File: config.mk
export PLATFORM = sky130hd
export DESIGN_NAME = quicksort_median_of_three_counted
export DESIGN_NICKNAME = d
export VERILOG_FILES = /design/src/rtl/qsm3_pkg.sv /design/src/rtl/quicksort_median_of_three_counted.sv
export SDC_FILE = /design/constraint.sdc
export NUM_CORES = 2
export LEC_CHECK = 0
export ABC_AREA = 1
export BUFFER_PORTS_ARGS = -buffer_cell sky130_fd_sc_hd__buf_4
export CAP_MARGIN = 20
export CELL_PAD_IN_SITES_DETAIL_PLACEMENT = 0
export CELL_PAD_IN_SITES_GLOBAL_PLACEMENT = 1
export CORE_AREA = 3 3 474 476
export CTS_BUF_LIST = sky130_fd_sc_hd__clkbuf_2 sky130_fd_sc_hd__clkbuf_4 sky130_fd_sc_hd__clkbuf_8
export CTS_CLUSTER_DIAMETER = 100
export DETAILED_ROUTE_END_ITERATION = 7
export DIE_AREA = 0 0 477 479
export PLACE_DENSITY = 0.95
export SETUP_SLACK_MARGIN = 0.1
export SYNTH_ARGS = -nofsm -noshare
export SYNTH_HDL_FRONTEND = slang
export SYNTH_SLANG_ARGS = --single-unit
File: constraint.sdc
create_clock -name clk -period 8.3 [get_ports clk]
set_input_delay 0.83 -clock clk [delete_from_list [all_inputs] [get_ports clk]]
set_output_delay 0.83 -clock clk [all_outputs]
set_load 0.1 [all_outputs]
File: src/rtl/qsm3_pkg.sv
// Package for the counting quicksort block: the comparison counter width and
// its saturation value. No dependencies.
`default_nettype none
package qsm3_pkg;
  localparam int CountWidth = 16;
  localparam logic [CountWidth-1:0] CountMax = '1;
endpackage
`default_nettype wire

File: src/rtl/quicksort_median_of_three_counted.sv
// Counting quicksort top level: key memory, range stack memory and the
// sort sequencer. Depends on qsm3_pkg.
//
// Keys load one per accepted item (start high, busy low), one per cycle
// while start stays high. Keys beyond MAX_KEYS are dropped, and a final_key
// on a dropped key still sorts the stored set. The item with final_key set
// starts the sort; busy stays high through the sort and the output phase.
// The sort is quicksort with a median-of-three pivot and a Lomuto partition
// over a single-port key memory with registered reads. A comparison steps
// through S_CMP, S_CMPA and S_CMPB, a swap through S_SWA, S_SWB, S_SWW and
// S_SWX, and each partition step adds a pass through S_SCAN. Each range
// adds stack handling and a final swap on top of its median step (two or
// four comparisons, plus a swap when the pivot moves). Many equal keys
// make the partitions uneven. Results come in ascending order, strobe
// high for one cycle each and low between; the receiver cannot stall them.
// The last result carries last_result and the saturating compare_total.
`default_nettype none
module quicksort_median_of_three_counted
  import qsm3_pkg::*;
#(
  parameter int MAX_KEYS  = 64,
  parameter int KEY_WIDTH = 32
) (
  input  wire logic                  clk,
  input  wire logic                  rst,
  input  wire logic                  start,
  output logic                       busy,
  input  wire logic signed [31:0]    key_value,
  input  wire logic                  final_key,
  output logic                       strobe,
  output logic signed [31:0]         sorted_value,
  output logic [CountWidth-1:0]      compare_total,
  output logic                       last_result
);
  localparam int AW = $clog2(MAX_KEYS);
  localparam int CW = AW + 1;
  localparam int MW = (KEY_WIDTH < 32) ? KEY_WIDTH : 32;
  localparam logic [CW-1:0] KeysMax = CW'(MAX_KEYS);

  localparam logic [4:0] S_IDLE = 5'd0, S_POP = 5'd1, S_POPW = 5'd2,
    S_RNG = 5'd3, S_CMP = 5'd4, S_CMPA = 5'd5, S_CMPB = 5'd6,
    S_SWA = 5'd7, S_SWB = 5'd8, S_SWW = 5'd9, S_SWX = 5'd10,
    S_SCAN = 5'd11, S_PUSH1 = 5'd12, S_PUSH2 = 5'd13, S_DONE = 5'd14,
    S_OUT = 5'd15, S_OUTW = 5'd16;

  // compare/swap return codes
  localparam logic [2:0] R_C1 = 3'd0, R_C2 = 3'd1, R_C3 = 3'd2, R_C4 = 3'd3,
    R_PJ = 3'd4, R_PSW = 3'd5, R_FIN = 3'd6, R_MED = 3'd7;

  logic [KEY_WIDTH-1:0] kmem [MAX_KEYS];
  logic [2*AW-1:0]      smem [MAX_KEYS];

  logic [4:0]  state;
  logic [2:0]  ret;
  logic [CW-1:0] count, depth, outk, count_inc;
  logic [AW-1:0] s, e, m, j, slot, ia, ib;
  logic [KEY_WIDTH-1:0] ka, rd;
  logic [2*AW-1:0] srd;
  logic c1, c3, lt, push_hi, push_lo, out_last;
  logic [CountWidth-1:0] cmpc;

  logic          kwe;
  logic [AW-1:0] kaddr;
  logic [KEY_WIDTH-1:0] kwd;
  logic          swe;
  logic [AW-1:0] saddr;
  logic [2*AW-1:0] swd;

  logic [KEY_WIDTH-1:0] kin;
  logic [31:0] out_word;
  logic signed [KEY_WIDTH-1:0] sa, sb;
  logic [AW:0] mid_sum;

  always_comb begin
    kin = '0;
    kin[MW-1:0] = key_value[MW-1:0];
  end

  always_comb begin
    out_word = '0;
    out_word[MW-1:0] = rd[MW-1:0];
  end

  always_ff @(posedge clk) begin
    if (kwe) kmem[kaddr] <= kwd;
    rd <= kmem[kaddr];
  end
  always_ff @(posedge clk) begin
    if (swe) smem[saddr] <= swd;
    srd <= smem[saddr];
  end

  assign sa = $signed(ka);
  assign sb = $signed(rd);
  assign lt = (sa < sb);

  assign busy = (state != S_IDLE);

  assign mid_sum = {1'b0, s} + {1'b0, e};
  assign count_inc = (count < KeysMax) ? count + 1'b1 : count;
  assign push_hi = (CW'(slot) + 1'b1 < CW'(e)) && (depth < KeysMax);
  assign push_lo = (CW'(slot) > CW'(s) + 1'b1) && (depth < KeysMax);
  assign out_last = (outk + 1'b1 == count);

  always_comb begin
    kwe = 1'b0;
    kaddr = ia;
    kwd = rd;
    swe = 1'b0;
    saddr = depth[AW-1:0];
    swd = {AW'(slot + 1'b1), e};
    case (state)
      S_IDLE: begin
        kaddr = count[AW-1:0];
        kwd = kin;
        kwe = start && (count < KeysMax);
      end
      S_POP: saddr = AW'(depth - 1'b1);
      S_CMPA, S_SWB: kaddr = ib;
      S_SWW: kwe = 1'b1;
      S_SWX: begin
        kaddr = ib;
        kwe = 1'b1;
        kwd = ka;
      end
      S_PUSH1: swe = push_hi;
      S_PUSH2: begin
        swe = push_lo;
        swd = {s, AW'(slot - 1'b1)};
      end
      S_OUT: kaddr = outk[AW-1:0];
      default: ;
    endcase
  end

  always_ff @(posedge clk) begin
    if (rst) begin
      state <= S_IDLE; count <= '0; depth <= '0; cmpc <= '0; outk <= '0;
    end else begin
      case (state)
        S_IDLE: begin
          if (start) begin
            count <= count_inc;
            if (final_key) begin
              cmpc <= '0;
              depth <= '0;
              s <= '0;
              e <= AW'(count_inc - 1'b1);
              state <= (count_inc >= CW'(2)) ? S_RNG : S_DONE;
            end
          end
        end
        S_POP: begin
          if (depth == '0) state <= S_DONE;
          else begin depth <= depth - 1'b1; state <= S_POPW; end
        end
        S_POPW: begin
          s <= srd[2*AW-1:AW]; e <= srd[AW-1:0]; state <= S_RNG;
        end
        S_RNG: begin
          if (e <= s || CW'(e) >= count) state <= S_POP;
          else begin
            m <= mid_sum[AW:1];
            ia <= s; ib <= mid_sum[AW:1]; ret <= R_C1; state <= S_CMP;
          end
        end
        S_CMP: state <= S_CMPA;
        S_CMPA: begin ka <= rd; state <= S_CMPB; end
        S_CMPB: begin
          if (cmpc != CountMax) cmpc <= cmpc + 1'b1;
          case (ret)
            R_C1: begin c1 <= lt; ib <= e; ret <= R_C2; state <= S_CMP; end
            R_C2: begin
              if (c1 != lt) begin
                ret <= R_MED; state <= S_SWA;
              end else begin
                ia <= m; ib <= s; ret <= R_C3; state <= S_CMP;
              end
            end
            R_C3: begin c3 <= lt; ib <= e; ret <= R_C4; state <= S_CMP; end
            R_C4: begin
              if (c3 != lt) begin
                ret <= R_MED; state <= S_SWA;
              end else begin
                slot <= s; j <= s; state <= S_SCAN;
              end
            end
            R_PJ: begin
              if (lt) begin
                ia <= slot; ib <= j; ret <= R_PSW; state <= S_SWA;
              end else begin
                j <= j + 1'b1; state <= S_SCAN;
              end
            end
            default: state <= S_SCAN;
          endcase
        end
        S_SWA: state <= S_SWB;
        S_SWB: begin ka <= rd; state <= S_SWW; end
        S_SWW: state <= S_SWX;
        S_SWX: begin
          case (ret)
            R_MED: begin slot <= s; j <= s; state <= S_SCAN; end
            R_PSW: begin slot <= slot + 1'b1; j <= j + 1'b1; state <= S_SCAN; end
            default: state <= S_PUSH1;
          endcase
        end
        S_SCAN: begin
          ib <= e;
          if (j == e) begin
            ia <= slot; ret <= R_FIN; state <= S_SWA;
          end else begin
            ia <= j; ret <= R_PJ; state <= S_CMP;
          end
        end
        S_PUSH1: begin
          if (push_hi) depth <= depth + 1'b1;
          state <= S_PUSH2;
        end
        S_PUSH2: begin
          if (push_lo) depth <= depth + 1'b1;
          state <= S_POP;
        end
        S_DONE: begin outk <= '0; state <= S_OUT; end
        S_OUT: begin
          if (outk >= count) begin
            count <= '0; depth <= '0; cmpc <= '0; state <= S_IDLE;
          end else state <= S_OUTW;
        end
        S_OUTW: begin
          outk <= outk + 1'b1;
          state <= S_OUT;
        end
        default: state <= S_IDLE;
      endcase
    end
  end

  always_ff @(posedge clk) begin
    if (rst) begin
      strobe <= 1'b0;
      last_result <= 1'b0;
      compare_total <= '0;
      sorted_value <= '0;
    end else begin
      strobe <= (state == S_OUTW);
      last_result <= (state == S_OUTW) && out_last;
      compare_total <= ((state == S_OUTW) && out_last) ? cmpc : '0;
      sorted_value <= (state == S_OUTW) ? out_word : '0;
    end
  end

  a_cnt: assert property (@(posedge clk) disable iff (rst)
    count <= KeysMax) else $error("key count overflow");
  a_depth: assert property (@(posedge clk) disable iff (rst)
    depth <= KeysMax) else $error("range stack overflow");
  a_busy: assert property (@(posedge clk) disable iff (rst)
    strobe |-> busy) else $error("result outside run");
  a_last: assert property (@(posedge clk) disable iff (rst)
    last_result |-> strobe) else $error("last without strobe");
endmodule
`default_nettype wire
# Word-level counts from Yosys, hierarchy flattened
# Memory sizes are Yosys's and may differ from the RTL's. A register that Yosys moved wholly into a read port is not among the register bits.
# Cells that the tools add are included.
[totals] register_bits=171 ramBits=2816 in_bits=36 out_inout_bits=51 mem_count=2
[memory_table] name="kmem" words=64 width=32 rd=1 rd_ports_with_merged_regs=1 write_ports=1 line="quicksort_median_of_three_counted.sv:50" source="logic [KEY_WIDTH-1:0] kmem [MAX_KEYS];"
[memory_table] name="smem" words=64 width=12 rd=1 rd_ports_with_merged_regs=1 write_ports=1 line="quicksort_median_of_three_counted.sv:51" source="logic [2*AW-1:0] smem [MAX_KEYS];"
[classes] add_sub_neg=12 order_cmp=9 n_eq_ne=47 mux=71 bitwise=4 n_reduce_logical=38
[ops] cell="one-hot mux 6 bit (2 select lines)" count=8
[ops] cell="two-way mux 6 bit" count=15
[ops] cell="one-hot mux 5 bit (16 select lines)" count=1
[ops] cell="one-hot mux 6 bit (3 select lines)" count=4
[ops] cell="two-way mux 16 bit" count=4
[ops] cell="one-hot mux 32 bit (2 select lines)" count=1
[ops] cell="two-way mux 7 bit" count=8
[ops] cell="one-hot mux 16 bit (3 select lines)" count=1
[ops] cell="== test 5 x 4 -> 1 bit (second input constant)" count=8
[ops] cell="one-hot mux 7 bit (5 select lines)" count=1
[ops] cell="less-than comparator 32 bit" count=1
[ops] cell="one-hot mux 7 bit (2 select lines)" count=2
[ops] cell="AND reduction 6 bit" count=4
[ops] cell="adder 7 x 1 -> 7 bit (second input constant)" count=3
[ops] cell="== test 5 x 3 -> 1 bit (second input constant)" count=4
[ops] cell="two-way mux 3 bit" count=6
[ops] cell="inequality test 2 bit (second input constant)" count=9
[ops] cell="adder 16 x 1 -> 16 bit (second input constant)" count=1
[ops] cell="two-way mux 4 bit" count=4
[ops] cell="inequality test 16 bit (second input constant)" count=1
[ops] cell="one-hot mux 4 bit (4 select lines)" count=1
[ops] cell="two-way mux 5 bit" count=3
[ops] cell="inequality test 3 bit (second input constant)" count=5
[ops] cell="one-hot mux 3 bit (5 select lines)" count=1
[ops] cell="other kinds (47)" count=85

# Longest topological paths before layout
[depth] word_depth=7 ltp_mapped=22 depth_no_buf=19

# Worst setup path before layout
# OpenSTA, ideal clock, no wires.
[synth_path] kind="flip-flop to flip-flop" from="register state[2]" to="memory smem[0][11] (netlist name), data pin" arrival_time_ns=3.722 t_required_ns=7.598 setup_slack_ns=3.876 stages_incl_launch_ff=8 path_buffers=1 synth_period_minus_slack_ns=4.424 cell_sequence="dfxtp_1 > nand2_1 > nor2_2 > inv_1 > nor2_1 > inv_1 > clkbuf_1 > o21ai_0"
[synth_via] elab_chain_len=2
[synth_rtl] element="start, declared" line="quicksort_median_of_three_counted.sv:53" source="logic [4:0] state;"
[synth_rtl] element="start signal, assigned" line="quicksort_median_of_three_counted.sv:149" source="state <= (count_inc >= CW'(2)) ? S_RNG : S_DONE;"
[synth_rtl] element="== test 5 x 4 -> 1 bit" line="quicksort_median_of_three_counted.sv:112" source="case (state)"
[synth_rtl] element="two-way mux 12 bit" line="quicksort_median_of_three_counted.sv:112"
[synth_rtl] element="named net swd[11]" line="quicksort_median_of_three_counted.sv:67" source="logic [2*AW-1:0] swd;"
[synth_rtl] element="end, declared" line="quicksort_median_of_three_counted.sv:51"
# The timed path passes the listed nets, and every way through them passes these cells.

# Worst setup path in the final report
[layout_path] from="register state[2]" to="register rd[23] (netlist: out_word[23]) (read register of kmem)"
[layout_via] elab_chain_len=3 word_cells_on_any_way=7 cone_classes="eq/ne: 4; mux: 1; reduce/logical: 2"
[layout_rtl] element="== test 5 x 4 -> 1 bit or == test 5 x 3 -> 1 bit (tied branches)" line="quicksort_median_of_three_counted.sv:112"
[layout_rtl] element="OR reduction 3 bit (no source line)"
[layout_rtl] element="one-hot mux 6 bit (3 select lines) *" line="quicksort_median_of_three_counted.sv:112"
[layout_rtl] element="end, declared" line="quicksort_median_of_three_counted.sv:57" source="logic [KEY_WIDTH-1:0] ka, rd;"
# Mark *: on every way between the ends. The rest lies on a longest branch, timed or not.
# A chain may end at the register's enable or synchronous reset.

==> metrics.cfg <==
[clock_tree]
cts_sinks = 3031
cts.clk_slew.worst_paths_ns = 0.06
clock_path_buffers = 4
clockRootBuffer = clkbuf_8
cts_inserted_buffers = 478
cts_tree = yes
cts_resized = 0
cts_htree_levels = 5
worstSkewPairLatency_ns = 1.20

[critical_path]
critPathKind = reg -> reg
r2r_start = state[2]
cp_max_fo = 158
ff2ff_path_depth = 17
worstPathArrival_ns = 6.10
rr_endpoint = out_word[23]
cp.required_ns = 9.34
r2r_slack_ns = 3.24
start_kind = flip-flop
end_kind = flip-flop

[sta]
setup-violations-final = 0
fin_tns_setup_ns = 0
clock.fmax_mhz = 198
hold_ws_ns = 0.230
worst_slew_pin_slew_ns = 1.13
hold_violations = 0
postLayoutSetupSlackWorst_ns = 3.24
drv_slew = 0
grt_setup_unrepaired = no
min_period_ns = 5.06
maxSlewHeadroom_pct = 24.4
period_share_pct = 60.9
clock_skew_ns = 0.148

[min_path]
hold_depth = 5
holdCritStartpoint = final_key
hold_path_end = state[3]
hp-class = in -> reg

[yosys]
syn_avg_cell_area_um2 = 10.6
async_flop_share_pct = 0
yosys.area_share.xor_xnor_pct = 0.258
synth_cell_type_count = 57
synthMuxAreaShare_pct = 0.0259
synth_compound_area_share_pct = 1.75
syn-cell-area_um2 = 126000
ys.flop_type = edfxtp_1
yosys_warnings = 0
yosys.area_share.simple_pct = 23.2
synth_fp_nets = 11900
synth_top_family_by_area = simple AND/OR/NAND/NOR gates
synth-seq-cells = 3031
synth-edff-count = 2895
yosys.area_share.adder_pct = 0.812
netlist_instances = 11800
ys_seq_area_share_pct = 71.3

[grt]
grt_max_degree = 200
grt_usage_pct = 30.6
overflow = 0
antenna_found_initial = 22
grt_pass1_vias = 84000
grt_pass1_wl_um = 525000

[cells_and_area]
layout_common_cells = nand2_1 (6826), edfxtp_1 (2895), clkbuf_8 (496)
nets = 12200
drive_gt1_share_pct = 9.77
final_core_util_pct = 63.4
final_common_cell = nand2_1
syn_to_final_growth_pct = 11.6

[floorplanning]
dieArea_um2 = 228000
die_x_um = 477
ios = 87
start_util_pct = 56.8
die_y_um = 479
core-area_um2 = 221000
rows = 173

[drt]
vias_per_cell = 5.69
drt-total-wl_um = 356000
post_drt_wl_per_cell_um = 23.1
ant_nets = 0
remaining_drc_errors = 0
num_vias = 87800
drt-initial-drc-count = 11400
dr.pass1.iters = 8

[outcome]
status = finished, final reports clean

[placed_design]
gp_congestion = 0.895
hpwlAfterDp_um = 201000
dp_slack_ns = 3.46
io_buffers = 86

[flow_run]
drv_cap = 0

-- critical path: stages (launching register included) --
cell and delay (ns):
dfxtp_1 0.45, nand2_1 0.13, nor2_2 0.16, nand2_1 0.37
nand2_2 0.29, nor2_4 0.09, a21oi_4 0.15, buf_4 0.51
inv_8 0.42, buf_12 0.39, nand2_1 0.19, nand2_1 0.06
nand2_1 0.08, nand2_1 0.16, nand2_1 0.13, nand2_1 0.25
nor2_1 0.66, nand2_1 0.13
-- metal layers --
metal,GRT usage (%),up-vias,wire [um],part of all wire [%]
li1,-,39800,-,-
met1,39.4,41800,127000,36
met2,48.7,5266,166000,47
met3,6.23,953,39600,11
met4,17.8,12,23000,6.5
met5,0,-,59,0.017
-- final cells by class --
type / count / area (um2)
Antenna cell: 11 / 27.5
Clock buffer: 690 / 8280
Clock inverter: 141 / 871
Fill cell: 16500 / 81100
Inverter: 227 / 876
Multi-Input combinational cell: 8032 / 33500
Sequential cell: 3031 / 89700
Tap cell: 2975 / 3720
Timing Repair Buffer: 332 / 3400
-- how the worst max path moves through the flow --
stage | start | to | depth (start not counted)
after floorplan | state[2] | smem[0][11] | 7
after global placement | state[2] | out_word[23] | 17
after detailed placement | state[2] | out_word[23] | 17
after CTS | state[4] | kmem[60][5] | 11
after global routing | state[0] | kmem[63][9] | 12
final | state[2] | out_word[23] | 17
-- through the flow --
| step | area [um2] | cells |
|---|---|---|
| 6_report | 140000 | 15400 |
| 5_1_grt | 140000 | 15400 |
| 4_1_cts | 139000 | 15400 |
| 3_3_place_gp | 130000 | 14500 |
| 2_1_floorplan | 126000 | 11800 |
| 3_5_place_dp | 130000 | 14600 |
-- timing repair --
| action | CTS | global route |
|---|---|---|
| hold endpoints to repair | 3 | 0 |
| hold buffers | 1 | 0 |
| setup buffers | 0 | 0 |
-- cells in the mapped netlist, drive strengths merged, types with 4 or more instances --
library cell | n | share of area [%]
edfxtp | 2895 | 69
buf | 407 | 1.6
dfxtp | 136 | 2.2
inv | 223 | 0.67
nand3 | 66 | 0.27
xor2 | 33 | 0.23
or2 | 8 | 0.040
o31ai | 11 | 0.066
nor2 | 355 | 1.1
a221oi | 9 | 0.063
ha | 80 | 0.80
nor3 | 58 | 0.28
nand4 | 208 | 1.0
o221ai | 4 | 0.033
nand2 | 6835 | 20
clkinv | 4 | 0.012
a22o | 26 | 0.18
xnor2 | 4 | 0.028
clkbuf | 134 | 0.40
a21oi | 86 | 0.35
o22ai | 13 | 0.065
o21ai | 149 | 0.60
nor4 | 11 | 0.055
o2111ai | 5 | 0.035
a211oi | 7 | 0.042
o211ai | 37 | 0.22
-- sequential cells by signal, indices dropped and copies added (netlist names), 3 cells and up --
signal and cells:
ka 32, kmem 2048, slot 6, j 6, e 6, depth 7, s 6, compare_total 16
ib 6, state 5, srd 12, ret 3, out_word 32, ia 6, cmpc 16, count 7
sorted_value 32, smem 768, m 6, outk 7
-- cells by family after synthesis --
kind of cell | Yosys count
AOI/OAI and AO/OA | 364
xor gates and xnor gates | 37
adders and majority gates | 81
buffers and inverters | 768
DFF | 3031
muxes | 3
and+or+nand+nor | 7547
Power is left out: the tool's default activity adds up to more than one toggle a clock period on the data nets, which glitch-free logic cannot reach.
